### config.mk
export PLATFORM = sky130hd
export DESIGN_NAME = alsn_sqrt
export DESIGN_NICKNAME = d
export VERILOG_FILES = /design/src/rtl/alsn_sqrt.sv
export SDC_FILE = /design/constraint.sdc
export NUM_CORES = 1
export LEC_CHECK = 0
export ABC_AREA = 0
export BUFFER_PORTS_ARGS = -buffer_cell sky130_fd_sc_hd__buf_2
export CORE_MARGIN = 5
export CORE_UTILIZATION = 55
export CTS_BUF_LIST = sky130_fd_sc_hd__clkbuf_8 sky130_fd_sc_hd__clkbuf_16
export DETAILED_ROUTE_END_ITERATION = 12
export PLACE_DENSITY = 0.75
export SKIP_CTS_REPAIR_TIMING = 1
export SKIP_LAST_GASP = 1
export SYNTH_ARGS = -nofsm -noshare
export SYNTH_HDL_FRONTEND = slang
export SYNTH_SLANG_ARGS = --single-unit
### constraint.sdc
create_clock -name aclk -period 3.7 [get_ports aclk]
set_input_delay 0.185 -clock aclk [delete_from_list [all_inputs] [get_ports aclk]]
set_output_delay 0.185 -clock aclk [all_outputs]
set_load 0.02 [all_outputs]
### src/rtl/alsn_sqrt.sv
// Digit-by-digit floor square root of (1 - x^2) taken to Q32.
module alsn_sqrt (
    input  logic               aclk,
    input  logic               aresetn,
    input  logic               start,
    input  logic signed [31:0] radicand,
    output logic               done,
    output logic [32:0]        root
);

    localparam logic [5:0] LAST_CNT = 6'd32;

    logic        busy_reg;
    logic        done_reg;
    logic [5:0]  cnt_reg;
    logic [65:0] rad_reg;
    logic [36:0] rem_reg;
    logic [32:0] root_reg;

    logic [36:0] rem_t;
    logic [36:0] trial;
    logic        fits;

    assign rem_t = {rem_reg[34:0], rad_reg[65:64]};
    assign trial = {2'b00, root_reg, 2'b01};
    assign fits  = (rem_t >= trial);

    always_ff @(posedge aclk) begin
        if (!aresetn) begin
            busy_reg <= 1'b0;
            done_reg <= 1'b0;
            cnt_reg  <= '0;
        end else begin
            done_reg <= 1'b0;
            if (start) begin
                busy_reg <= 1'b1;
                cnt_reg  <= '0;
            end else if (busy_reg) begin
                cnt_reg <= cnt_reg + 6'd1;
                if (cnt_reg == LAST_CNT) begin
                    busy_reg <= 1'b0;
                    done_reg <= 1'b1;
                end
            end
        end
    end

    always_ff @(posedge aclk) begin
        if (start) begin
            // non-positive radicand gives a zero root
            rad_reg  <= (radicand <= 32'sd0) ? '0 : {radicand[29:0], 36'd0};
            rem_reg  <= '0;
            root_reg <= '0;
        end else if (busy_reg) begin
            rem_reg  <= fits ? (rem_t - trial) : rem_t;
            root_reg <= {root_reg[31:0], fits};
            rad_reg  <= rad_reg << 2;
        end
    end

    assign done = done_reg;
    assign root = root_reg;

endmodule

[Word-level counts from Yosys, hierarchy flattened]
Index checks and enable logic that the tools add are counted.
W data, S select, Z words.
Operators by class
  add/sub/neg operators: 2
  multiply operators: 0
  div/mod/pow operators: 0
  $lt $le $gt $ge: 2
  equality and inequality tests: 1
  shifts and indexed selects: 0
  multiplexer cells: 8
  bitwise gates (word level): 2
  reduce and logical (&&, ||, !) cells: 3
Operator list (number)
  $mux W66: 3
  $ge A37 B35 Y1: 1
  $mux W35: 1
  $sub A35 B35 Y35: 1
  $le A32 B1 Y1 const B: 1
  $add A6 B1 Y6 const B: 1
  $eq A6 B6 Y1 const B: 1
  $mux W1: 4
  $reduce_or A3 Y1: 1
  $not A1 Y1: 2
  $reduce_bool A2 Y1: 1
  $reduce_or A2 Y1: 1
Storage, ports and cells
  flip-flop bits (word level): 142
  bits in latches: 0
  bits in writable memories: 0
  memory bits (read-only): 0
  input port bits: 35
  output and inout bits: 34
  word-level logic and storage cells: 24
  memories kept: 0

[Longest topological paths before layout]
  word-level depth: 4
  mapped depth: 12
  mapped depth without buffers: 10

[Worst setup path before layout]
No wires, ideal clock.
  path type: register -> register
  start: reg root_reg[4], in the netlist root[4]
  end: reg rem_reg[33]
  library setup time: 0.088 ns
  arrival time: 2.643 ns
  path slack: 0.969 ns
  cell stages (with the launch flop): 10
  path buffers: 0
  path through: dfxtp_1 inv_1 ha_1 a211o_1 o2111a_1 nor3_4 a21o_1 a21oi_1 or4_1 a311oi_2
On the way
  word-level cells in the longest chain between the ends: 2
  elaborated cells on any way between the ends: 3
  classes of those cells: add/sub (1); order compare (1); mux (1)
Ends and longest elaborated chain
  start, declared: line 18  | logic [32:0] root_reg;
  start signal, assigned: line 56  | root_reg <= {root_reg[31:0], fits};
  $sub A35 B35 Y35 / $ge A37 B35 Y1 (equally long branches): line 55, 26
  $mux W35 *: line 55  | rem_reg <= fits ? (rem_t - trial) : rem_t;
  end signal, assigned: line 55
  end, declared: line 17  | logic [36:0] rem_reg;
Mark *: on every way between the ends. The rest lies on a longest branch, timed or not.
A chain may end at the register's enable or synchronous reset.

[Final worst setup path]
  start: reg root_reg[4], in the netlist root[4]
  end: reg rem_reg[2]
On the way
  word-level cells in the longest chain between the ends: 2
Ends and longest elaborated chain
  $ge A37 B35 Y1: line 26  | assign fits = (rem_t >= trial);
  $mux W35: line 55
No other way between the ends.

==> impl_metrics.tcl <==
set metrics [dict create \
    worstReg2RegEnd "rem_reg[2]" \
    cts_htree_levels 3 \
    start_util 0.562 \
    hold_start "aresetn" \
    leakage_nw 2.99 \
    fin_crit_sh 0.872 \
    start_kind "flop" \
    cpMaxStageDelayCell "nor3_4" \
    fin_skew_ps 4.66 \
    final-max-slew-violation-count 0 \
    synth_xor_area_frac 0.0380 \
    postRouteAntennaNets 0 \
    grtUsageMet3 0.0401 \
    yosys_warnings 0 \
    grt_start_max_net_pins 64 \
    r2r-start "root[4]" \
    min_period_ps 3230 \
    multiInputGateArea_sq_um 3680 \
    grt_pass1_vias 5537 \
    cts_inserted_buffers 9 \
    dieArea_sq_um 14000 \
    worstPathRequired_ps 3960 \
    fmax_mhz 310 \
    hold_depth 2 \
    seqCellArea_sq_um 2430 \
    drt_iter0_markers 412 \
    layoutNonFillerInstCount 952 \
    critPathBufInv 2 \
    cts_buffer_depth 2 \
    synthArstFlopShare 0 \
    synth_top_family_by_area "compound AO/OA/AOI/OAI gates" \
    grt.overflow.total 0 \
    grt_pass1_wl_um 26100 \
    startpoint "root[4]" \
    avgSynthCellArea_sq_um 8.53 \
    netlist_area_sq_um 6450 \
    nNetsFinal 876 \
    slowest_delay_ps 460 \
    io_buffers 68 \
    yosys_most_used_dff "dfxtp_1" \
    peakVddDrop_v 0.000440 \
    powerDensity_nw_per_um2 827 \
    synth-simple-area-share 0.187 \
    reg2reg_slack_ps 470 \
    worst_hold_path_type "input port to flop" \
    fillers 1018 \
    cts_root_buf "clkbuf_16" \
    globalplace.congestion 0.918 \
    maxCapViolations 0 \
    seq_area_frac_synth 0.376 \
    grt_usage 0.217 \
    synth_cell_types 61 \
    drive_gt1_frac 0.122 \
    cpLargestDelayFamily "compound AO/OA/AOI/OAI gates" \
    area_growth_pct 10.8 \
    path_cells "inv_1, ha_1, a211o_1, o2111a_1, nor3_4, a21oi_2, nor3_4, buf_4, nand2_1, a311oi_1" \
    worst-setup-path-type "flop to flop" \
    firstDrtPassIters 5 \
    met1_usage 0.287 \
    cp_common_cell "nor3_4" \
    synthMuxAreaShare 0.0590 \
    clock_sinks 106 \
    critPathMaxFanout 12 \
    fin_tns_setup_ps 0 \
    worstSetupEndpointType "flop" \
    drc 0 \
    vias 5748 \
    clk_pin_slew_ps 70 \
    largest_reg_flops 35 \
    arrival_ps 3480 \
    synthAdderAreaFrac 0.0718 \
    status "complete, no violations" \
    slew_headroom 0.266 \
    dpl.hpwl_um 11200 \
    final-setup-viol-count 0 \
    top_usage_layer "met2" \
    tightest_slew_ps 1100 \
    synth_edf_count 30 \
    rows 39 \
    rsz0062_at_grt "false" \
    io-pin-count 69 \
    tritoncts "yes" \
    reg2reg_depth 10 \
    synth_nets 828 \
    core_sq_um 11500 \
    fp.dieW_um 118 \
    synth_compound_area_frac 0.215 \
    whs_endpoint "busy_reg" \
    grt_use_met2 0.349 \
    place_inst 936 \
    netlist_instances 756 \
    dieHeight_um 118 \
    antenna_found_initial 0 \
    viasPerCell 6.04 \
    antenna_cells 0 \
    ys_seq_elements 106 \
    insertion_delay_ps 360 \
    wl_per_cell_um 16.1 \
    final-hold-violation-count 0 \
    routed_wl_um 15300 \
]
worst max-delay path by stage:
stage | endpoint | slack (ps) | depth (start not counted)
final | rem_reg[2] | 470 | 10
after global routing | rem_reg[2] | 280 | 10
after CTS | rem_reg[2] | 500 | 10
after floorplan | rem_reg[33] | 970 | 9
after global placement | rem_reg[12] | 680 | 10
after detailed placement | rem_reg[2] | 540 | 10
cells in the mapped netlist (3+ instances only):
master | number | area share
xor2_1 | 10 | 0.014
buf_2 | 6 | 0.0047
a311oi_1 | 24 | 0.033
nand3_1 | 17 | 0.013
a22o_1 | 28 | 0.038
ha_1 | 37 | 0.072
inv_1 | 48 | 0.028
o21ai_0 | 28 | 0.022
nand2_1 | 88 | 0.051
mux2i_1 | 38 | 0.059
dfxtp_1 | 76 | 0.24
xnor2_1 | 18 | 0.024
edfxtp_1 | 30 | 0.14
nor3_1 | 10 | 0.0078
a21o_1 | 11 | 0.013
and2_1 | 4 | 0.0039
and3_1 | 5 | 0.0048
a31oi_1 | 5 | 0.0048
nor2b_1 | 5 | 0.0048
buf_1 | 5 | 0.0029
nor2_1 | 86 | 0.050
o21ai_1 | 3 | 0.0023
or3_1 | 3 | 0.0029
o21bai_1 | 5 | 0.0058
o21a_1 | 4 | 0.0047
nor4_1 | 12 | 0.012
nand2b_1 | 4 | 0.0039
o211ai_1 | 10 | 0.012
a211oi_1 | 7 | 0.0081
a21oi_1 | 52 | 0.040
clkbuf_1 | 24 | 0.014
o31ai_1 | 6 | 0.0070
nand4_1 | 12 | 0.012
cell usage in the layout (no fill, tap or decap), drive strengths merged, types with 28 or more instances in the layout:
| cell | Yosys | final |
|---|---|---|
| nand2 | 88 | 88 |
| nor2 | 86 | 86 |
| dfxtp | 76 | 76 |
| buf | 14 | 75 |
| a21oi | 53 | 53 |
| inv | 48 | 52 |
| mux2i | 38 | 38 |
| ha | 37 | 37 |
| o21ai | 31 | 31 |
| edfxtp | 30 | 30 |
| a22o | 28 | 28 |
cell type report:
| type | instances | share of cell area |
|---|---|---|
| multi-input combinational | 563 | 0.515 |
| timing repair buffer | 75 | 0.0550 |
| sequential | 106 | 0.339 |
| inverter | 49 | 0.0257 |
| clock buffer | 9 | 0.0315 |
| clock inverter | 7 | 0.00823 |
| tap | 143 | 0.0250 |
where the power goes:
group	switching, mW	internal (mW)	total, mW
combinational	2.13	1.35	3.48
sequential	0.135	1.36	1.50
clock	0.467	0.469	0.936
metrics by stage:
stage	setup slack [ps]	hold slack, ps	instance area, sq um	utilization	total power, mW
after CTS	497	44.5	7150	0.623	5.88
after detailed placement	542	420	6870	0.599	4.92
after floorplan	969	313	6450	-	4.22
after global routing	280	66.1	7150	0.623	6.37
after global placement	681	410	6870	0.599	4.87
final	474	49.8	7150	0.623	5.91
metal layers:
metal,vias to the layer above,share of wire
met2,157,0.47
met3,29,0.055
met5,-,0
met4,0,0.023
li1,2852,-
met1,2710,0.45
cells by family (layout without fill, tap and decap cells):
| logic type | after synthesis | count (layout) |
|---|---|---|
| xor gates and xnor gates | 28 | 28 |
| AOI/OAI and AO/OA | 199 | 199 |
| buffers and inverters | 87 | 140 |
| adders and majority gates | 37 | 37 |
| muxes | 38 | 38 |
| and+or+nand+nor | 261 | 261 |
| DFF | 106 | 106 |
Power figures use the tool's default switching activity.
