## src/rtl/alsn_pkg.sv

```systemverilog
// Shared types, constants, fixed-point helpers and the normalization table.
package alsn_pkg;

    localparam int DEG_LIMIT = 9;
    localparam int NDIM      = DEG_LIMIT + 1;
    localparam int NORM_N    = NDIM * NDIM;
    localparam int NORM_IW   = $clog2(NORM_N);

    localparam logic signed [63:0] SMAX    = 64'sh7FFF_FFFF_FFFF_FFFF;
    localparam logic signed [63:0] ONE_Q32 = 64'sh0000_0001_0000_0000;

    // configuration register indexes
    localparam logic [1:0] REG_TOP_ORDER  = 2'd0;
    localparam logic [1:0] REG_SIGN_FLIP  = 2'd1;
    localparam logic [1:0] REG_ZONAL_ONLY = 2'd2;

    localparam logic [127:0] ONE_E18     = 128'd1000000000000000000;
    localparam logic [127:0] SQRT4PI_E18 = 128'd3544907701811032055;
    localparam logic [127:0] INV_SQRT4PI = ((128'd1 << 62) * ONE_E18) / SQRT4PI_E18;

    typedef enum logic {
        SHIFT_Q32,
        SHIFT_Q66
    } mul_shift_t;

    typedef struct packed {
        logic              start;
        mul_shift_t        shift;
        logic signed [63:0] a;
        logic signed [63:0] b;
    } mul_req_t;

    typedef struct packed {
        logic               start;
        logic signed [63:0] dividend;
        logic [3:0]         divisor;
    } div_req_t;

    typedef logic [NORM_N-1:0][63:0] norm_tab_t;

    // floor(v / k), bit at a time
    function automatic logic [127:0] div_small(input logic [127:0] v, input logic [4:0] k);
        logic [127:0] q;
        logic [5:0]   r;
        q = '0;
        r = '0;
        for (int i = 127; i >= 0; i--) begin
            r = {r[4:0], v[i]};
            if (r >= {1'b0, k}) begin
                r    = r - {1'b0, k};
                q[i] = 1'b1;
            end
        end
        return q;
    endfunction

    function automatic logic [63:0] isqrt128(input logic [127:0] v);
        logic [63:0] r;
        logic [63:0] c;
        r = '0;
        for (int b = 63; b >= 0; b--) begin
            c = r | (64'd1 << b);
            if (({64'd0, c} * {64'd0, c}) <= v) begin
                r = c;
            end
        end
        return r;
    endfunction

    // N(n,m) in Q62, worked out at elaboration
    function automatic norm_tab_t build_norm();
        norm_tab_t    tab;
        logic [127:0] w;
        logic [127:0] p;
        logic [63:0]  r;
        tab = '0;
        for (int n = 0; n <= DEG_LIMIT; n++) begin
            for (int m = 0; m <= n; m++) begin
                w = 128'(2 * n + 1) << 120;
                for (int k = n - m + 1; k <= n + m; k++) begin
                    w = div_small(w, 5'(k));
                end
                r = isqrt128(w);
                p = (INV_SQRT4PI * {64'd0, r} + (128'd1 << 59)) >> 60;
                tab[n * NDIM + m] = (p > 128'(SMAX)) ? SMAX : p[63:0];
            end
        end
        return tab;
    endfunction

    localparam norm_tab_t NORM_TAB = build_norm();

    // t * k for a small positive k, saturated to +-SMAX
    function automatic logic signed [63:0] mul_small_sat(input logic signed [63:0] t,
                                                         input logic [4:0] k);
        logic [63:0] mag;
        logic [68:0] prod;
        logic [63:0] res;
        mag  = t[63] ? (64'd0 - t) : t;
        prod = {5'd0, mag} * {64'd0, k};
        res  = (prod > 69'(SMAX)) ? SMAX : prod[63:0];
        return t[63] ? -$signed(res) : $signed(res);
    endfunction

    function automatic logic signed [63:0] sat_sub(input logic signed [63:0] a,
                                                   input logic signed [63:0] b);
        logic signed [64:0] d;
        d = 65'(a) - 65'(b);
        if (d > 65'(SMAX)) begin
            return SMAX;
        end
        if (d < -65'(SMAX)) begin
            return -SMAX;
        end
        return d[63:0];
    endfunction

endpackage

```

## src/rtl/alsn_mul.sv

```systemverilog
// Shared 64x64 fixed-point multiplier: four 32x32 partial products, round, saturate.
module alsn_mul (
    input  logic               aclk,
    input  logic               aresetn,
    input  alsn_pkg::mul_req_t req,
    output logic               done,
    output logic signed [63:0] res
);

    localparam logic [2:0] LAST_STEP = 3'd5;
    localparam logic [2:0] PP_COUNT  = 3'd4;

    logic                 busy_reg;
    logic                 done_reg;
    logic [2:0]           step_reg;
    logic                 neg_reg;
    logic [63:0]          ua_reg;
    logic [63:0]          ub_reg;
    alsn_pkg::mul_shift_t shift_reg;
    logic [63:0]          prod_reg;
    logic [1:0]           psh_reg;
    logic [127:0]         acc_reg;
    logic signed [63:0]   res_reg;

    logic [31:0]  a_part;
    logic [31:0]  b_part;
    logic [127:0] round_sum;
    logic [127:0] shifted;
    logic [63:0]  mag;

    assign a_part = step_reg[1] ? ua_reg[63:32] : ua_reg[31:0];
    assign b_part = step_reg[0] ? ub_reg[63:32] : ub_reg[31:0];

    always_comb begin
        if (shift_reg == alsn_pkg::SHIFT_Q66) begin
            round_sum = acc_reg + (128'd1 << 65);
            shifted   = round_sum >> 66;
        end else begin
            round_sum = acc_reg + (128'd1 << 31);
            shifted   = round_sum >> 32;
        end
        mag = (|shifted[127:63]) ? alsn_pkg::SMAX : shifted[63:0];
    end

    always_ff @(posedge aclk) begin
        if (!aresetn) begin
            busy_reg <= 1'b0;
            done_reg <= 1'b0;
            step_reg <= '0;
        end else begin
            done_reg <= 1'b0;
            if (req.start) begin
                busy_reg <= 1'b1;
                step_reg <= '0;
            end else if (busy_reg) begin
                step_reg <= step_reg + 3'd1;
                if (step_reg == LAST_STEP) begin
                    busy_reg <= 1'b0;
                    done_reg <= 1'b1;
                end
            end
        end
    end

    always_ff @(posedge aclk) begin
        if (req.start) begin
            neg_reg   <= req.a[63] ^ req.b[63];
            ua_reg    <= req.a[63] ? (64'd0 - req.a) : req.a;
            ub_reg    <= req.b[63] ? (64'd0 - req.b) : req.b;
            shift_reg <= req.shift;
            acc_reg   <= '0;
        end else if (busy_reg) begin
            if (step_reg < PP_COUNT) begin
                prod_reg <= 64'(a_part) * 64'(b_part);
                psh_reg  <= 2'(step_reg[1]) + 2'(step_reg[0]);
            end
            if (step_reg != 3'd0 && step_reg <= PP_COUNT) begin
                acc_reg <= acc_reg + (128'(prod_reg) << {psh_reg, 5'd0});
            end
            if (step_reg == LAST_STEP) begin
                res_reg <= neg_reg ? (64'd0 - mag) : mag;
            end
        end
    end

    assign done = done_reg;
    assign res  = res_reg;

endmodule

```

## config.mk

```make
export PLATFORM = sky130hd
export DESIGN_NAME = alsn_mul
export DESIGN_NICKNAME = d
export VERILOG_FILES = /design/src/rtl/alsn_pkg.sv /design/src/rtl/alsn_mul.sv
export SDC_FILE = /design/constraint.sdc
export NUM_CORES = 2
export LEC_CHECK = 0
export ABC_AREA = 1
export BUFFER_PORTS_ARGS = -buffer_cell sky130_fd_sc_hd__buf_2
export CAP_MARGIN = 5
export CORE_MARGIN = 5
export CORE_UTILIZATION = 34
export CTS_CLUSTER_DIAMETER = 40
export DETAILED_ROUTE_END_ITERATION = 8
export GPL_ROUTABILITY_DRIVEN = 0
export PLACE_DENSITY_LB_ADDON = 0.2
export SLEW_MARGIN = 20
export SYNTH_ARGS = -nofsm -noshare
export SYNTH_HDL_FRONTEND = slang
export SYNTH_SLANG_ARGS = --single-unit
```

## constraint.sdc

```tcl
create_clock -name aclk -period 10.1 [get_ports aclk]
set_input_delay 1.01 -clock aclk [delete_from_list [all_inputs] [get_ports aclk]]
set_output_delay 1.01 -clock aclk [all_outputs]
set_load 0.03 [all_outputs]
```

# Word-level counts from Yosys, hierarchy flattened
# Index checks and enable logic that the tools add are counted.
# Widths: inputs -> output; s select.
totals:
  ff_bits: 393
  word_cells: 49
  input_bits: 132
  output_inout_bits: 65
op_classes:
  bitwise_logic: 4
  n_mux: 11
  shifts: 1
  n_mul: 1
  add_sub_neg: 8
  n_lt_le_gt_ge: 2
  n_eq_ne: 1
  reduce_logical: 8
ops:
  columns: ["operator", "n"]
  rows:
  - ["$sub 1x64->64 const A", 3]
  - ["$add 128x128->128", 1]
  - ["$add 128x32->128 const B", 1]
  - ["$add 128x66->128 const B", 1]
  - ["$mux 64", 2]
  - ["$shl 64x7->128", 1]
  - ["$mux 63", 2]
  - ["$mux 96", 1]
  - ["$reduce_or 65->1", 1]
  - ["$mul 32x32->64", 1]
  - ["$mux 32", 2]
  - ["$reduce_and 3->1", 2]
  - ["$mux 1", 4]
  - ["$add 3x1->3 const B", 1]
  - ["$eq 3x3->1 const B", 1]
  - ["$le 3x3->1 const B", 1]
  - ["$lt 3x3->1 const B", 1]
  - ["$not 1->1", 3]
  - ["$reduce_bool 3->1", 1]
  - ["$reduce_or 3->1", 1]
  - ["$add 1x1->2", 1]
  - ["$reduce_and 2->1", 1]
  - ["$reduce_or 2->1", 1]
  - ["$logic_and 1x1->1", 1]
  - ["$xor 1x1->1", 1]

# Depth between registers and ports, before layout
logic_depth:
  depth_word: 6
  ltp_mapped: 41
  mapped_depth_nobuf: 38

# Worst setup path before layout
# No wires, ideal clock.
synth_timing:
  path_type: "reg-to-reg"
  from: "reg step_reg[0]"
  to: "reg prod_reg[61], data pin"
  t_required_ns: 9.848
  setup_slack_ns: 1.692
  path_stages_with_launch: 36
  arrival_time_ns: 8.155
  synth_period_minus_slack_ns: 8.408
  cell_sequence: "dfxtp_1 > clkbuf_1 > inv_1 > clkbuf_1 > or2_2 > o21ai_1 > clkbuf_1 > nor2_1 > fa_1 > fa_1 > fa_1 > inv_1 > fa_1 > inv_1 > fa_1 > inv_1 > fa_1 > inv_1 > fa_1 > inv_1 > fa_1 > inv_1 > ha_1 > nand2_1 > o21ai_0 > inv_1 > nand2_1 > a21boi_0 > o21ai_0 > a21oi_1 > o21ai_0 > a21oi_1 > o21bai_1 > nand3_1 > nand3_1 > nand2_1"
synth_between:
  elab_chain_len: 2
synth_lines:
  columns: ["element", "line_no", "source"]
  rows:
  - ["start: declaration", "alsn_mul.sv:15", "logic [2:0] step_reg;"]
  - ["start signal: assignment", "alsn_mul.sv:56", "step_reg <= step_reg + 3'd1;"]
  - ["$mux 32", "alsn_mul.sv:32", "assign b_part = step_reg[0] ? ub_reg[63:32] : ub_reg[31:0];"]
  - ["$mul 32x32->64", "alsn_mul.sv:74", "prod_reg <= 64'(a_part) * 64'(b_part);"]
  - ["end signal: assignment", "alsn_mul.sv:74", null]
  - ["end: declaration", "alsn_mul.sv:20", "logic [63:0] prod_reg;"]
# Every way passes these cells.
# A chain may end at the register's enable or synchronous reset.

# Worst setup path in the final report
layout_timing:
  from: "reg step_reg[1]"
  to: "reg prod_reg[61], data pin"
layout_between:
  elab_chain_len: 2
layout_lines:
  columns: ["element", "line_no", "source"]
  rows:
  - ["$mux 32", "alsn_mul.sv:31", "assign a_part = step_reg[1] ? ua_reg[63:32] : ua_reg[31:0];"]
  - ["$mul 32x32->64", "alsn_mul.sv:74", null]
# Every way passes these cells.

==> metrics <==
outcome=complete, but fails checks; violated checks=DRC; cells after synthesis=between 9000 and 10000; drt pass-1 iters=9; clock sink count=a little under 400; final wirelength=about 280 mm; Hold Path Stages=2; Chip Height=about 460 µm; EDFF count, synth=260; DR iter-0 viols=6920; IO Pins=between 150 and 200; final setup fails=0; Critical R2R Launch=step_reg[1]$_SDFFE_PP0P_; WS Path Type=flip-flop to flip-flop; largest net degree at the start of global routing=98; FF-to-FF path depth=29; CTS H-tree depth=3; Arr. time, crit path=roughly 9800 ps; most used cell, CP=fa_1; clk_lat worst skew=around 730 ps; DRC viols=7; final-report hold violation count=0; flip-flop count of the largest register after layout=between 100 and 150; initial antenna violation count=9; Core ar.=around 200000 µm²; max-cap viol count=0; Nets=approximately 11000; fraction of registers with async set/reset=0%; accumulated negative setup slack=0 ps; area of the die=between 200000 and 250000 µm²; number of post-CTS setup repair buffers=0; grt ovf=0; Hold WC Path Type=flip-flop to flip-flop; final slew viol count=0; first-pass GRT wire length=419.3 mm; Post-synth top flop=edfxtp_1; hold_sp=acc_reg[0]$_SDFFE_PP0P_; Req. time, crit path=about 11000 ps; area grow syn2layout=10.82%; startpoint type of the worst setup path=flip-flop; WL per Instance=between 20 and 25 µm; r2r setup slk=820 ps; Seq/Total Area, Yosys=between 10% and 20%; Rows=about 160; total of cells resized after clock tree synthesis=0; RSZ-0062 raised after global routing=no; post-layout util=37.97%; DIE WIDTH=approximately 460 µm; vias in the first global route=between 60000 and 70000; CTS tree=built; Detail Route Antenna Nets=0; Worst-Margin Slew=around 1300 ps; Port Buffers=196; DR vias=around 65000; Netlist Area Pre-Place=just under 70000 µm²; CTS Root Cell=clkbuf_16; Syn Nets=~11000; Worst Hold Path EP=acc_reg[0]$_SDFFE_PP0P_; share of post-route cells with drive strength above 1=about 7.5%; TritonCTS buffer count=82; critical path's slowest cell=fa_1; CP Capture Type=flip-flop; fin crit share=roughly nine tenths; Max Root-Sink Buffers=3; Largest stage delay, worst path=between 600 and 700 ps; Hold Buf Count CTS=0; Starting Density=about 34%; Fmax=approximately 0.11 GHz; YS warnings=0; Critical Path Fanout Max=27; Worst slew margin=approximately a tenth; GRT Overall Usage=26.44%; Critical R2R Capture=prod_reg[61]$_DFFE_PP_; Seq cells post-synth=393; dpl hpwl=about 230 mm; clock skew=84.47 ps; Vias/cell=around 5.2; Yosys cell types=56; syn_area_per_cell=7.178 µm²; Final Critical Period=slightly above 9000 ps; clock transition at the registers of the reported paths=~50 ps; fill count=~21000
[cell usage in the layout, fill, tap and decap left out, types with 195 or more instances in the layout]
| master | instances |
|---|---|
| a21oi_1 | 491 |
| buf_2 | 195 |
| edfxtp_1 | 260 |
| fa_1 | 897 |
| ha_1 | 398 |
| inv_1 | 1961 |
| nand2_1 | 1690 |
| nand3_1 | 247 |
| nor2_1 | 1596 |
| o21ai_0 | 425 |
| xor2_1 | 284 |
[Yosys cell counts, drive strengths merged, types with 7 or more instances]
library cell	instances	area share (%)
a21boi	12	0.13
a21o	18	0.20
a21oi	491	3.6
a31oi	81	0.74
and2	7	0.064
buf	27	0.23
clkbuf	254	1.4
clkinv	32	0.18
dfxtp	133	3.9
edfxtp	260	11
fa	897	26
ha	398	7.3
inv	1974	11
nand2	1709	9.4
nand3	252	1.9
nand3b	13	0.14
nand4	81	0.74
nor2	1663	9.5
nor3	85	0.68
nor4	28	0.26
o211ai	14	0.15
o21a	44	0.48
o21ai	500	3.7
o21bai	56	0.61
o221ai	20	0.26
o31ai	7	0.077
or2	74	0.67
xnor2	112	1.4
xor2	284	3.6
[worst max-delay path by stage]
| stage | slack (ps) | endpoint | depth (start not counted) | start |
|---|---|---|---|---|
| 2_1_floorplan | 1690 | prod_reg[61]$_DFFE_PP_ | 35 | step_reg[0]$_SDFFE_PP0P_ |
| 3_3_place_gp | 830 | prod_reg[61]$_DFFE_PP_ | 34 | step_reg[1]$_SDFFE_PP0P_ |
| 3_5_place_dp | 920 | prod_reg[61]$_DFFE_PP_ | 36 | step_reg[1]$_SDFFE_PP0P_ |
| 4_1_cts | 920 | prod_reg[61]$_DFFE_PP_ | 36 | step_reg[1]$_SDFFE_PP0P_ |
| 5_1_grt | 220 | prod_reg[61]$_DFFE_PP_ | 33 | step_reg[1]$_SDFFE_PP0P_ |
| 6_report | 820 | prod_reg[61]$_DFFE_PP_ | 29 | step_reg[1]$_SDFFE_PP0P_ |
[critical path: cells and delay by family, from the launching register on]
family / cells / cell delay (ps)
AND/OR/NAND/NOR: 6 / 790
adder cells (fa/ha/maj): 9 / 4790
AO/OA/AOI/OAI: 7 / 1720
flip-flops: 1 / 320
buffers and inverters: 7 / 1400
[metrics by stage]
step,instance area (µm²),std cells,setup slack (ps),hold slack [ps]
after floorplan,68610,9558,1692,474.3
after global placement,73170,12285,825.3,502.0
after detailed placement,73170,12285,916.3,508.0
final,76040,12445,817.8,521.6
after global routing,76020,12438,220.5,506.4
after CTS,76020,12438,918.5,485.5
[final cells by class]
cell class                      instances  area (µm²)  area share, %
Sequential cell                       393       10470          13.77
Inverter                             2006        7533          9.908
Timing Repair Buffer                  352        2161          2.842
Clock buffer                           92        2131          2.802
Antenna cell                            7       17.52        0.02304
Tap cell                             2656        3323          4.370
Multi-Input combinational cell       6878       49680          65.34
Clock inverter                         61       716.9         0.9429
[kinds of logic after synthesis]
| family | Yosys count | synth area share (%) |
|---|---|---|
| xor+xnor | 396 | 5.055 |
| flops | 393 | 15.26 |
| buf+inv | 2287 | 12.59 |
| simple gates | 3918 | 23.44 |
| compound gates | 1269 | 10.22 |
| fa+ha+maj | 1295 | 33.43 |
[metal layers]
metal	part of all wire (%)	vias up	GRT usage, %
met5	0.029	-	0
met1	41	31559	34.83
li1	-	29694	-
met4	5.4	6	11.83
met2	43	3328	40.90
met3	11	670	6.859
Power is left out: the tool's default activity adds up to more than one toggle a clock period on the data nets, which glitch-free logic cannot reach.
