### config.mk
export PLATFORM = sky130hd
export DESIGN_NAME = alsn_div
export DESIGN_NICKNAME = d
export VERILOG_FILES = /design/src/rtl/alsn_pkg.sv /design/src/rtl/alsn_div.sv
export SDC_FILE = /design/constraint.sdc
export NUM_CORES = 1
export LEC_CHECK = 0
export ABC_CLOCK_PERIOD_IN_PS = 14080
export BUFFER_PORTS_ARGS = -buffer_cell sky130_fd_sc_hd__buf_4
export CAP_MARGIN = 30
export CORE_MARGIN = 3
export CORE_UTILIZATION = 51
export CTS_CLUSTER_SIZE = 30
export DETAILED_ROUTE_END_ITERATION = 12
export GPL_ROUTABILITY_DRIVEN = 0
export HOLD_SLACK_MARGIN = 0.06
export PLACE_DENSITY = 0.72
export SYNTH_ARGS = -nofsm -noshare
export SYNTH_HDL_FRONTEND = slang
export SYNTH_SLANG_ARGS = --single-unit
export TNS_END_PERCENT = 1
### constraint.sdc
create_clock -name aclk -period 14.08 [get_ports aclk]
set_clock_uncertainty 0.15 [all_clocks]
set_input_delay 4.224 -clock aclk [delete_from_list [all_inputs] [get_ports aclk]]
set_output_delay 4.224 -clock aclk [all_outputs]
set_load 0.01 [all_outputs]
### src/rtl/alsn_pkg.sv
// Shared types, constants, fixed-point helpers and the normalization table.
package alsn_pkg;

    localparam int DEG_LIMIT = 9;
    localparam int NDIM      = DEG_LIMIT + 1;
    localparam int NORM_N    = NDIM * NDIM;
    localparam int NORM_IW   = $clog2(NORM_N);

    localparam logic signed [63:0] SMAX    = 64'sh7FFF_FFFF_FFFF_FFFF;
    localparam logic signed [63:0] ONE_Q32 = 64'sh0000_0001_0000_0000;

    // configuration register indexes
    localparam logic [1:0] REG_TOP_ORDER  = 2'd0;
    localparam logic [1:0] REG_SIGN_FLIP  = 2'd1;
    localparam logic [1:0] REG_ZONAL_ONLY = 2'd2;

    localparam logic [127:0] ONE_E18     = 128'd1000000000000000000;
    localparam logic [127:0] SQRT4PI_E18 = 128'd3544907701811032055;
    localparam logic [127:0] INV_SQRT4PI = ((128'd1 << 62) * ONE_E18) / SQRT4PI_E18;

    typedef enum logic {
        SHIFT_Q32,
        SHIFT_Q66
    } mul_shift_t;

    typedef struct packed {
        logic              start;
        mul_shift_t        shift;
        logic signed [63:0] a;
        logic signed [63:0] b;
    } mul_req_t;

    typedef struct packed {
        logic               start;
        logic signed [63:0] dividend;
        logic [3:0]         divisor;
    } div_req_t;

    typedef logic [NORM_N-1:0][63:0] norm_tab_t;

    // floor(v / k), bit at a time
    function automatic logic [127:0] div_small(input logic [127:0] v, input logic [4:0] k);
        logic [127:0] q;
        logic [5:0]   r;
        q = '0;
        r = '0;
        for (int i = 127; i >= 0; i--) begin
            r = {r[4:0], v[i]};
            if (r >= {1'b0, k}) begin
                r    = r - {1'b0, k};
                q[i] = 1'b1;
            end
        end
        return q;
    endfunction

    function automatic logic [63:0] isqrt128(input logic [127:0] v);
        logic [63:0] r;
        logic [63:0] c;
        r = '0;
        for (int b = 63; b >= 0; b--) begin
            c = r | (64'd1 << b);
            if (({64'd0, c} * {64'd0, c}) <= v) begin
                r = c;
            end
        end
        return r;
    endfunction

    // N(n,m) in Q62, worked out at elaboration
    function automatic norm_tab_t build_norm();
        norm_tab_t    tab;
        logic [127:0] w;
        logic [127:0] p;
        logic [63:0]  r;
        tab = '0;
        for (int n = 0; n <= DEG_LIMIT; n++) begin
            for (int m = 0; m <= n; m++) begin
                w = 128'(2 * n + 1) << 120;
                for (int k = n - m + 1; k <= n + m; k++) begin
                    w = div_small(w, 5'(k));
                end
                r = isqrt128(w);
                p = (INV_SQRT4PI * {64'd0, r} + (128'd1 << 59)) >> 60;
                tab[n * NDIM + m] = (p > 128'(SMAX)) ? SMAX : p[63:0];
            end
        end
        return tab;
    endfunction

    localparam norm_tab_t NORM_TAB = build_norm();

    // t * k for a small positive k, saturated to +-SMAX
    function automatic logic signed [63:0] mul_small_sat(input logic signed [63:0] t,
                                                         input logic [4:0] k);
        logic [63:0] mag;
        logic [68:0] prod;
        logic [63:0] res;
        mag  = t[63] ? (64'd0 - t) : t;
        prod = {5'd0, mag} * {64'd0, k};
        res  = (prod > 69'(SMAX)) ? SMAX : prod[63:0];
        return t[63] ? -$signed(res) : $signed(res);
    endfunction

    function automatic logic signed [63:0] sat_sub(input logic signed [63:0] a,
                                                   input logic signed [63:0] b);
        logic signed [64:0] d;
        d = 65'(a) - 65'(b);
        if (d > 65'(SMAX)) begin
            return SMAX;
        end
        if (d < -65'(SMAX)) begin
            return -SMAX;
        end
        return d[63:0];
    endfunction

endpackage

### src/rtl/alsn_div.sv
// Signed divide by a small positive integer, eight quotient bits per cycle, toward zero.
module alsn_div (
    input  logic               aclk,
    input  logic               aresetn,
    input  alsn_pkg::div_req_t req,
    output logic               done,
    output logic signed [63:0] quo
);

    localparam int         DIV_BITS = 8;
    localparam logic [2:0] LAST_STEP = 3'd7;

    logic        busy_reg;
    logic        done_reg;
    logic [2:0]  step_reg;
    logic        neg_reg;
    logic [63:0] num_reg;
    logic [3:0]  den_reg;
    logic [3:0]  rem_reg;
    logic [63:0] quo_reg;

    logic [3:0]          part_rem;
    logic [4:0]          trial;
    logic [DIV_BITS-1:0] digit;

    always_comb begin
        part_rem = rem_reg;
        digit    = '0;
        trial    = '0;
        for (int i = 0; i < DIV_BITS; i++) begin
            trial = {part_rem, num_reg[63 - i]};
            if (trial >= {1'b0, den_reg}) begin
                trial                 = trial - {1'b0, den_reg};
                digit[DIV_BITS-1-i]   = 1'b1;
            end
            part_rem = trial[3:0];
        end
    end

    always_ff @(posedge aclk) begin
        if (!aresetn) begin
            busy_reg <= 1'b0;
            done_reg <= 1'b0;
            step_reg <= '0;
        end else begin
            done_reg <= 1'b0;
            if (req.start) begin
                busy_reg <= 1'b1;
                step_reg <= '0;
            end else if (busy_reg) begin
                step_reg <= step_reg + 3'd1;
                if (step_reg == LAST_STEP) begin
                    busy_reg <= 1'b0;
                    done_reg <= 1'b1;
                end
            end
        end
    end

    always_ff @(posedge aclk) begin
        if (req.start) begin
            neg_reg <= req.dividend[63];
            num_reg <= req.dividend[63] ? (64'd0 - req.dividend) : req.dividend;
            den_reg <= req.divisor;
            rem_reg <= '0;
            quo_reg <= '0;
        end else if (busy_reg) begin
            num_reg <= num_reg << DIV_BITS;
            rem_reg <= part_rem;
            quo_reg <= {quo_reg[63-DIV_BITS:0], digit};
        end
    end

    assign done = done_reg;
    assign quo  = neg_reg ? (64'd0 - quo_reg) : quo_reg;

endmodule

# After elaboration in Yosys (flattened, before gate mapping)
# Cells that the tools add are included.
# word_totals
elab_cells,57
output_inout_bits,65
reg_bits,142
inputBits,71
# op_classes
n_addsub,11
reduce_logical,3
n_bitwise,2
n_eq_ne,1
magnitude_cmp,8
n_mux,24
# op_table
op,n
$mux 64,4
$sub 1x64->64 const A,2
$ge 5x4->1,8
$mux 4,8
$sub 4x4->4,8
$mux 1,12
$add 3x1->3 const B,1
$eq 3x3->1 const B,1
$reduce_or 3->1,1
$not 1->1,2
$reduce_bool 2->1,1
$reduce_or 2->1,1

# Logic depth before layout (Yosys ltp)
# Gate-level depths: netlist of the first run.
# logic_depth
ltp_word,16
ltp_mapped,65
mapped_depth_nobuf,63

# Worst setup path after synthesis of the first run
# No wires, ideal clock.
# synth_timing
path_type,flip-flop to flip-flop
from,register den_reg[1]
to,register rem_reg[1]
setup_slack_ps,1398
stages_incl_launch_ff,63
setup_ps,127
period_less_slack_ps,12682
path_buffers,2
t_required_ps,13803
arrival_time_ps,12405
cell_sequence,edfxtp_1 inv_1 ha_1 or4_1 a21oi_2 nor2_1 mux2_2 inv_1 ha_1 a211o_1 a221oi_1 nand4_1 buf_2 o21ai_0 inv_1 ha_1 a21oi_1 o21ai_0 [27 not listed] o21a_1 ha_1 o21ai_0 nand2b_1 a21o_1 a21o_1 nor2_1 a21boi_0 or3_1 nand2_1 ha_1 o21ai_0 nand2b_1 a21o_1 a21oi_1 o221a_2 a211oi_1 or3_1
# synth_via
elab_chain_len,16
elab_cells_between_ends,24
cone_classes,add/sub: 8; order compare: 8; mux: 8
# synth_rtl
element,line,source
from (decl),alsn_div.sv:18,logic [3:0] den_reg;
from (signal assigned),alsn_div.sv:64,den_reg <= req.divisor;
$sub 4x4->4 or $ge 5x4->1 (tied branches),"alsn_div.sv:33, alsn_div.sv:32",
$mux 4,alsn_div.sv:32,"if (trial >= {1'b0, den_reg}) begin"
$sub 4x4->4 or $ge 5x4->1 (tied branches),"alsn_div.sv:33, alsn_div.sv:32",
$mux 4,alsn_div.sv:32,
$sub 4x4->4 or $ge 5x4->1 (tied branches),"alsn_div.sv:33, alsn_div.sv:32",
$mux 4,alsn_div.sv:32,
$ge 5x4->1 or $sub 4x4->4 (tied branches),"alsn_div.sv:32, alsn_div.sv:33",
$mux 4,alsn_div.sv:32,
$sub 4x4->4 or $ge 5x4->1 (tied branches),"alsn_div.sv:33, alsn_div.sv:32",
$mux 4,alsn_div.sv:32,
$sub 4x4->4 or $ge 5x4->1 (tied branches),"alsn_div.sv:33, alsn_div.sv:32",
$mux 4,alsn_div.sv:32,
$ge 5x4->1 or $sub 4x4->4 (tied branches),"alsn_div.sv:32, alsn_div.sv:33",
$mux 4,alsn_div.sv:32,
$sub 4x4->4 or $ge 5x4->1 (tied branches),"alsn_div.sv:33, alsn_div.sv:32",
$mux 4 *,alsn_div.sv:32,
to (signal assigned),alsn_div.sv:69,rem_reg <= part_rem;
to (decl),alsn_div.sv:19,logic [3:0] rem_reg;
# Every way passes the cells marked *; elsewhere a longest branch is shown, timed or not.
# A chain may end at the register's enable or synchronous reset.

# Worst setup path in the final report of the first run
# layout_timing
from,register den_reg[2]
to,register rem_reg[1]
# layout_via
elab_chain_len,16
elab_cells_between_ends,24
cone_classes,add/sub: 8; order compare: 8; mux: 8
# layout_rtl
element,line
$sub 4x4->4 or $ge 5x4->1 (tied branches),"alsn_div.sv:33, alsn_div.sv:32"
$mux 4,alsn_div.sv:32
$sub 4x4->4 or $ge 5x4->1 (tied branches),"alsn_div.sv:33, alsn_div.sv:32"
$mux 4,alsn_div.sv:32
$ge 5x4->1 or $sub 4x4->4 (tied branches),"alsn_div.sv:32, alsn_div.sv:33"
$mux 4,alsn_div.sv:32
$sub 4x4->4 or $ge 5x4->1 (tied branches),"alsn_div.sv:33, alsn_div.sv:32"
$mux 4,alsn_div.sv:32
$sub 4x4->4 or $ge 5x4->1 (tied branches),"alsn_div.sv:33, alsn_div.sv:32"
$mux 4,alsn_div.sv:32
$sub 4x4->4 or $ge 5x4->1 (tied branches),"alsn_div.sv:33, alsn_div.sv:32"
$mux 4,alsn_div.sv:32
$ge 5x4->1 or $sub 4x4->4 (tied branches),"alsn_div.sv:32, alsn_div.sv:33"
$mux 4,alsn_div.sv:32
$sub 4x4->4 or $ge 5x4->1 (tied branches),"alsn_div.sv:33, alsn_div.sv:32"
$mux 4 *,alsn_div.sv:32
# Marks and branches as above.

==> run_results.csv, run 1 <==
group,metric,value,unit
floorplanning,die-area,20500,um2
clock_tree,insertion_delay,0.41,ns
synthesis,synth_top_cell_by_area,"edfxtp_1",
clock_tree,cts_buffers,17,
global_route,grt_pass1_wl,37500,um
critical_path,r2r_start,"den_reg[2]",
critical_path,arrival,13.20,ns
outcome,status,"complete, no violations",
synthesis,syn_area,9620,um2
synthesis,syn-num-nets,1155,
clock_tree,cts_max_level,4,
clock_tree,cts_sinks,142,
critical_path,reg2reg_depth,62,
synthesis,netlist_instances,1040,
detailed_routing,drc,0,
synthesis,ys.flop_type,"dfxtp_1",
placed_design,hpwl,16700,um
detailed_routing,wire_per_inst,16.6,um
placed_design,dp_slack,0.746,ns
detailed_routing,vias_per_cell,5.75,
sta,period_minus_slack,12.99,ns
sta,setup_violations,0,
sta,slew_violations,0,
synthesis,ys_seq_area_share,36.7,%
hold_path,min_from,"step_reg[1]",
floorplanning,io_pins,136,
layout,postLayoutCoreUtil,62.2,%
global_route,grt_overflow_total,0,
layout,nets,1267,
floorplanning,die_w,143,um
floorplanning,core_region_area,18300,um2
clock_tree,clockBufferDepth,2,
sta,fin_crit_sh,92.3,%
sta,tightest_slew,1.04,ns
critical_path,slowest_delay,0.49,ns
sta,max_slew_margin,30.4,%
critical_path,critPathKind,"reg2reg",
sta,fmax,77.0,MHz
critical_path,critPathCaptureType,"flip-flop",
hold_path,hp-class,"reg2reg",
global_route,grtUsageTotal,22.5,%
sta,hold_viol,0,
floorplanning,dieHeight,143,um
synthesis,async_flop_share,0,%
critical_path,required,14.29,ns
global_route,grt_pass1_vias,7567,
synthesis,synth_edf_count,69,
clock_tree,cts_tree,"built",
sta,fin_ws,1.09,ns
critical_path,cpMostUsedCell,"ha_1",
clock_tree,root_buffer,"clkbuf_16",
synthesis,ys_ff_latch,142,
clock_tree,cts_setup_buffers,0,
critical_path,reg2reg_to,"rem_reg[1]",
job,max_cap_viol_count,0,
detailed_routing,ant_nets,0,
layout,fillers,1540,
critical_path,startpoint_type,"flip-flop",
detailed_routing,wirelength,23100,um
floorplanning,num_rows,49,
sta,whs,0.346,ns
clock_tree,hold_buffers,0,
global_route,grt_max_degree,145,
synthesis,syn_area_per_cell,9.25,um2
layout,antenna_cells,0,
synthesis,ys_types,69,
layout,area_delta_synth_final,18.1,%
placed_design,io_buffers,135,
detailed_routing,drtIter0Drc,479,
critical_path,cp_slowest_cell,"or4_1",
hold_path,holdPathEnd,"step_reg[1]",
clock_tree,cts.clk_slew.worst_paths,0.06,ns
critical_path,cp_max_fo,11,
global_route,antenna_found_initial,0,
critical_path,rrSetupSlack,1.09,ns
synthesis,yosysTopAreaCellShare,21.5,%
hold_path,whs_path_depth,2,
sta,finalSetupTns,0,ns
layout,drive_above_1_share,18.5,%
floorplanning,start_util,52.6,%
synthesis,ys_top_cells_by_area,"edfxtp_1, dfxtp_1, mux2i_1, xnor2_1, nor2_1",
synthesis,yosys_warnings,0,
detailed_routing,via_count,8022,
detailed_routing,drt_pass1_iterations,5,
-- critical path, delay by kind of cell (launching register included) --
family	cells	cell delay (ns)
multiplexers	3	1.11
AO/OA/AOI/OAI	30	6.22
AND/OR/NAND/NOR	13	1.88
adder cells (fa/ha/maj)	8	2.27
flip-flops	1	0.32
buffers and inverters	8	1.00
-- layout by cell type (no fill, tap or decap), drive strengths merged, types with 2 or more instances in the layout --
| master | n |
|---|---|
| buf | 143 |
| a21o | 15 |
| and3 | 3 |
| dfxtp | 73 |
| nand4 | 3 |
| nand4b | 3 |
| a21oi | 71 |
| edfxtp | 69 |
| or3 | 11 |
| inv | 42 |
| o21ai | 58 |
| clkinv | 5 |
| nor3b | 2 |
| nand3b | 4 |
| nor3 | 8 |
| xnor2 | 79 |
| o31ai | 37 |
| bufinv | 2 |
| nand2b | 20 |
| clkbuf | 17 |
| fa | 8 |
| nand2 | 50 |
| mux2 | 5 |
| clkinvlp | 4 |
| o41ai | 23 |
| or4 | 26 |
| o211ai | 2 |
| o21a | 5 |
| nor4 | 10 |
| mux2i | 71 |
| nor2 | 143 |
| and2 | 8 |
| nand3 | 6 |
| xor2 | 60 |
| or2 | 8 |
| nor2b | 3 |
| a311oi | 4 |
| ha | 36 |
| a221oi | 2 |
| a211oi | 8 |
-- how the worst max path moves through the flow --
stage / from / endpoint / slack (ns) / cells past startpoint
after global placement: den_reg[2] / rem_reg[1] / 1.11 / 62
after global routing: den_reg[3] / rem_reg[1] / -0.03 / 63
after detailed placement: den_reg[3] / rem_reg[1] / 0.75 / 62
after floorplan: den_reg[1] / rem_reg[1] / 1.40 / 62
final: den_reg[2] / rem_reg[1] / 1.09 / 62
after CTS: den_reg[3] / rem_reg[1] / 0.65 / 62
-- through the flow --
stage,std cells,area (um2)
after detailed placement,1362,10800
after floorplan,1040,9620
after global routing,1394,11400
final,1394,11400
after CTS,1394,11400
after global placement,1362,10800
-- cell usage after synthesis, drive strengths merged (2+ instances only) --
cell / instances
a211oi: 8
a21o: 15
a21oi: 71
a221oi: 2
a311oi: 4
and2: 8
and3: 3
buf: 12
clkbuf: 37
dfxtp: 73
edfxtp: 69
fa: 8
ha: 36
inv: 38
mux2: 5
mux2i: 71
nand2: 50
nand2b: 20
nand3: 6
nand3b: 4
nand4: 3
nand4b: 3
nor2: 143
nor2b: 3
nor3: 8
nor3b: 2
nor4: 10
o211ai: 2
o21a: 5
o21ai: 58
o31ai: 37
o41ai: 23
or2: 8
or3: 11
or4: 26
xnor2: 79
xor2: 60
-- kinds of logic (layout without fill, tap and decap cells) --
group / Yosys count / count (layout) / share of synthesized area, %
and+or+nand+nor: 311 / 311 / 16.3
AOI/OAI and AO/OA: 240 / 240 / 16.2
DFF: 142 / 142 / 36.7
xor gates and xnor gates: 139 / 139 / 12.7
buffers and inverters: 88 / 213 / 3.79
muxes: 76 / 76 / 7.97
adders and majority gates: 44 / 44 / 6.35
-- per-layer routing --
layer	global-route usage, %	vias to the layer above	part of all wire (%)
met3	4.33	21	6.1
met2	36.7	231	47
met4	6.29	0	1.5
met5	0	-	0
met1	30.8	3777	45
li1	-	3993	-
-- layout make-up --
class	instances	area, um2	area share [%]
inverters	38	143	1.26
flip-flops and latches	142	3540	31.1
clock inverters	15	161	1.42
multi-input cells	810	5730	50.4
well taps	229	287	2.52
clock buffers	17	425	3.74
repair buffers	143	1080	9.48
-- what timing repair did --
action,CTS,global route
endpoints found under the hold margin,0,0
resized for setup,0,6
endpoints found under the setup margin,0,5
Power of run 1 is not shown: default switching activity piles up to over one toggle a cycle in this logic, so the estimate is an artifact.
==> run 2: changes to the inputs <==
--- a/config.mk
+++ b/config.mk
@@ -5,16 +5,19 @@
 export SDC_FILE = /design/constraint.sdc
 export NUM_CORES = 1
 export LEC_CHECK = 0
-export ABC_CLOCK_PERIOD_IN_PS = 14080
+export ABC_CLOCK_PERIOD_IN_PS = 14900
 export BUFFER_PORTS_ARGS = -buffer_cell sky130_fd_sc_hd__buf_4
 export CAP_MARGIN = 30
+export CELL_PAD_IN_SITES_DETAIL_PLACEMENT = 1
+export CELL_PAD_IN_SITES_GLOBAL_PLACEMENT = 1
 export CORE_MARGIN = 3
-export CORE_UTILIZATION = 51
+export CORE_UTILIZATION = 45
 export CTS_CLUSTER_SIZE = 30
 export DETAILED_ROUTE_END_ITERATION = 12
 export GPL_ROUTABILITY_DRIVEN = 0
 export HOLD_SLACK_MARGIN = 0.06
-export PLACE_DENSITY = 0.72
+export PLACE_DENSITY_LB_ADDON = 0.1
+export RECOVER_POWER = 100
 export SYNTH_ARGS = -nofsm -noshare
 export SYNTH_HDL_FRONTEND = slang
 export SYNTH_SLANG_ARGS = --single-unit
==> constraint.sdc (replaced) <==
create_clock -name aclk -period 14.9 [get_ports aclk]
set_clock_uncertainty 0.15 [all_clocks]
set_input_delay 4.47 -clock aclk [delete_from_list [all_inputs] [get_ports aclk]]
set_output_delay 4.47 -clock aclk [all_outputs]
set_load 0.01 [all_outputs]
==> run_results.csv, run 2 (synthesized netlist as in run 1, its figures left out) <==
group,metric,value,unit
outcome,status,"finished, violations left",
outcome,violations,"max-capacitance violations, max-slew violations",
clock_tree,cts_buffers,17,
global_route,grtUsageTotal,22.5,%
clock_tree,root_buffer,"clkbuf_16",
critical_path,critPathKind,"reg2reg",
clock_tree,insertion_delay,0.42,ns
layout,regArea,3540,um2
global_route,grt_pass1_wl,43400,um
detailed_routing,drtIter0Drc,380,
global_route,antenna_found_initial,0,
detailed_routing,drc,0,
sta,tightest_slew,3.80,ns
floorplanning,start_util,46.6,%
floorplanning,core_region_area,20600,um2
floorplanning,die_w,152,um
detailed_routing,wirelength,26800,um
critical_path,cp_max_fo,10,
detailed_routing,wire_per_inst,18.5,um
clock_tree,cts_tree,"built",
layout,final_area,11200,um2
sta,hold_viol,0,
clock_tree,clockBufferDepth,2,
layout,final_common_cell,"nor2_1",
placed_design,place_inst,1400,
critical_path,reg2reg_depth,62,
critical_path,required,15.11,ns
clock_tree,cts_sinks,142,
layout,nets,1277,
critical_path,reg2reg_to,"rem_reg[1]",
detailed_routing,vias_per_cell,5.68,
detailed_routing,ant_nets,0,
critical_path,r2r_start,"den_reg[1]",
sta,finalSetupTns,0,ns
global_route,grt_overflow_total,0,
placed_design,io_buffers,135,
sta,slew_violations,289,
clock_tree,cts.clk_slew.worst_paths,0.06,ns
sta,fin_crit_sh,91.2,%
sta,max_slew_margin,-153,%
hold_path,hp-class,"reg2reg",
hold_path,holdPathEnd,"step_reg[1]",
layout,final_cells,1445,
critical_path,slowest_delay,0.48,ns
critical_path,cp_slowest_cell,"a2111oi_1",
critical_path,cpMostUsedCell,"ha_1",
layout,multi_input_area,5680,um2
floorplanning,num_rows,52,
critical_path,startpoint_type,"flip-flop",
clock_tree,cts_max_level,4,
clock_tree,hold_buffers,0,
placed_design,dpl_cell_area,10800,um2
layout,area_delta_synth_final,16.4,%
hold_path,min_from,"step_reg[1]",
placed_design,hpwl,19500,um
critical_path,arrival,13.80,ns
sta,setup_violations,0,
layout,drive_above_1_share,12.9,%
sta,period_minus_slack,13.59,ns
floorplanning,die-area,23200,um2
detailed_routing,via_count,8202,
sta,rsz0062_at_grt,"no",
layout,antenna_cells,0,
detailed_routing,drt_pass1_iterations,5,
layout,final_cell_mix,"nor2_1, buf_4, xnor2_1, dfxtp_1, mux2i_1",
layout,postLayoutCoreUtil,54.3,%
sta,fmax,73.6,MHz
floorplanning,io_pins,136,
layout,fillers,2422,
hold_path,whs_path_depth,2,
global_route,grt_pass1_vias,8259,
global_route,grt_max_degree,107,
floorplanning,dieHeight,152,um
job,max_cap_viol_count,4,
critical_path,rrSetupSlack,1.31,ns
critical_path,critPathCaptureType,"flip-flop",
## run 2: changes by cell type in the layout (fill, tap and decap cells not counted), moves of 2 or more
cell      before  now
and2_0         0    4
clkbuf_1       0   61
o21ai_0       54   56
nand2b_1      17   20
clkbuf_4       0    4
or4_4          8    4
nand2b_4       3    0
o21ai_2        2    0
or4_1         13   17
buf_4        142   88
and2_1         8    4
## run 2: area by class of cell
| class | instances | area share, % |
|---|---|---|
| clock buffers | 18 | 3.83 |
| multi-input cells | 810 | 50.7 |
| repair buffers | 153 | 8.42 |
| inverters | 38 | 1.27 |
| flip-flops and latches | 142 | 31.6 |
| well taps | 270 | 3.02 |
| clock inverters | 14 | 1.18 |
## run 2: what timing repair did
action,CTS,global route
buffers inserted,0,12
setup endpoints to repair,0,5
resized for setup,0,4
## run 2: per-stage QoR
step,hold WS (ns),setup slack [ns]
floorplan,0.315,2.22
global placement,0.332,0.965
detailed placement,0.345,0.402
CTS,0.372,0.202
global route,0.395,0.0557
finish,0.363,1.31
## run 2: how the worst max path moves through the flow
stage,slack [ns],cells past startpoint,to,startpoint
finish,1.31,62,rem_reg[1],den_reg[1]
global route,0.06,62,rem_reg[1],den_reg[1]
CTS,0.20,61,rem_reg[1],den_reg[1]
detailed placement,0.40,61,rem_reg[1],den_reg[1]
global placement,0.96,61,rem_reg[1],den_reg[1]
floorplan,2.22,62,rem_reg[1],den_reg[1]
## run 2: per-layer routing
| metal | part of all wire (%) | global-route usage, % | up-vias |
|---|---|---|---|
| met3 | 5.1 | 5.03 | 26 |
| met4 | 1.4 | 4.88 | 0 |
| met5 | 0 | 0 | - |
| met2 | 50 | 39.2 | 181 |
| met1 | 44 | 28.8 | 3984 |
| li1 | - | - | 4011 |
## run 2: worst max-delay path, delay by kind of cell, from the launching register on
kind            cells  cell delay [ns]
flops               1             0.47
simple gates       14             1.98
compound gates     28             6.09
fa+ha+maj           8             2.33
buf+inv             8             1.10
mux                 4             1.36
Power of run 2 is left out for the same reason.
==> run 3: changes to the inputs <==
--- a/config.mk
+++ b/config.mk
@@ -10,7 +10,7 @@
 export CAP_MARGIN = 30
 export CELL_PAD_IN_SITES_DETAIL_PLACEMENT = 1
 export CELL_PAD_IN_SITES_GLOBAL_PLACEMENT = 1
-export CORE_MARGIN = 3
+export CORE_MARGIN = 1
 export CORE_UTILIZATION = 45
 export CTS_CLUSTER_SIZE = 30
 export DETAILED_ROUTE_END_ITERATION = 12
==> constraint.sdc (replaced) <==
create_clock -name aclk -period 14.9 [get_ports aclk]
set_clock_uncertainty 0.15 [all_clocks]
set_input_delay 3.725 -clock aclk [delete_from_list [all_inputs] [get_ports aclk]]
set_output_delay 3.725 -clock aclk [all_outputs]
set_load 0.01 [all_outputs]
==> run_results.csv, run 3 (synthesized netlist as in run 1, its figures left out) <==
group,metric,value,unit
critical_path,cp_slowest_cell,"a2111oi_1",
sta,max_slew_margin,-183,%
sta,slew_violations,389,
outcome,status,"finished, violations left",
job,max_cap_viol_count,5,
critical_path,cp_max_fo,8,
clock_tree,cts_buffers,17,
floorplanning,num_rows,53,
layout,drive_above_1_share,12.7,%
detailed_routing,ant_nets,0,
critical_path,slowest_delay,0.55,ns
layout,final_common_cell,"nor2_1",
sta,tightest_slew,4.24,ns
clock_tree,insertion_delay,0.42,ns
sta,period_minus_slack,13.71,ns
floorplanning,die_w,148,um
clock_tree,clockBufferDepth,2,
critical_path,rrSetupSlack,1.19,ns
global_route,antenna_found_initial,0,
layout,regArea,3540,um2
critical_path,required,15.11,ns
global_route,grt_overflow_total,0,
clock_tree,cts.clk_slew.worst_paths,0.07,ns
critical_path,startpoint_type,"flip-flop",
layout,final_cell_mix,"nor2_1, buf_4, xnor2_1, dfxtp_1, mux2i_1",
outcome,violations,"max-capacitance violations, max-slew violations",
floorplanning,io_pins,136,
placed_design,hpwl,18900,um
floorplanning,die-area,22000,um2
sta,hold_viol,0,
detailed_routing,vias_per_cell,5.65,
global_route,grt_pass1_vias,8393,
floorplanning,core_region_area,21000,um2
detailed_routing,wire_per_inst,18.0,um
detailed_routing,drt_pass1_iterations,4,
critical_path,arrival,13.92,ns
sta,rsz0062_at_grt,"no",
clock_tree,root_buffer,"clkbuf_16",
layout,area_delta_synth_final,16.4,%
floorplanning,dieHeight,148,um
sta,finalSetupTns,0,ns
detailed_routing,drc,0,
critical_path,critPathCaptureType,"flip-flop",
clock_tree,hold_buffers,0,
hold_path,hp-class,"reg2reg",
detailed_routing,via_count,8163,
critical_path,critPathKind,"reg2reg",
clock_tree,cts_sinks,142,
placed_design,io_buffers,135,
floorplanning,start_util,45.9,%
layout,antenna_cells,0,
sta,fmax,72.9,MHz
sta,fin_crit_sh,92.0,%
critical_path,cpMostUsedCell,"ha_1",
detailed_routing,wirelength,26100,um
layout,nets,1273,
layout,fillers,2506,
clock_tree,cts_max_level,4,
global_route,grt_pass1_wl,42700,um
sta,setup_violations,0,
layout,multi_input_area,5680,um2
global_route,grt_max_degree,112,
detailed_routing,drtIter0Drc,313,
clock_tree,cts_tree,"built",
global_route,grtUsageTotal,24.4,%
-- run 3: area by class of cell --
type	count	share of cell area, %
inverters	38	1.27
clock inverters	13	1.02
repair buffers	149	8.16
clock buffers	19	4.15
well taps	275	3.07
flip-flops and latches	142	31.6
multi-input cells	810	50.7
-- run 3: metal layers --
metal	vias to the layer above	global-route usage [%]	wire, um
li1	4003	-	-
met1	3969	30.4	11800
met2	159	42.3	12800
met3	32	4.63	1030
met4	0	7.94	450
met5	-	0	0
-- run 3: final timing paths --
path              cells after the start        start     endpoint
setup reg to reg                     62   den_reg[3]   rem_reg[1]
setup / recovery                     62   den_reg[3]   rem_reg[1]
hold reg to reg                       2  step_reg[1]  step_reg[1]
hold / removal                        2  step_reg[1]  step_reg[1]
-- run 3: worst max-delay path, delay by kind of cell (launching register included) --
| family | cells | cell delay, ns |
|---|---|---|
| muxes | 3 | 1.08 |
| adders and majority gates | 8 | 2.26 |
| DFF | 1 | 0.32 |
| AOI/OAI and AO/OA | 31 | 6.92 |
| and+or+nand+nor | 12 | 1.87 |
| buffers and inverters | 8 | 1.03 |
-- run 3: stage by stage --
stage,std cells,setup slack [ns],utilization [%],hold slack [ns],cell area (um2)
global placement,1406,1.33,51.6,0.328,10800
finish,1446,1.19,53.4,0.348,11200
CTS,1438,0.484,54.3,0.354,11400
global route,1446,0.0567,53.4,0.395,11200
floorplan,1040,2.22,-,0.315,9620
detailed placement,1406,0.728,51.6,0.339,10800
-- run 3: timing repair --
item                       CTS  global route
setup endpoints to repair    0             5
hold endpoints to repair     0             0
resized for setup            0             3
setup buffers                0             6
Power of run 3 is left out for the same reason.
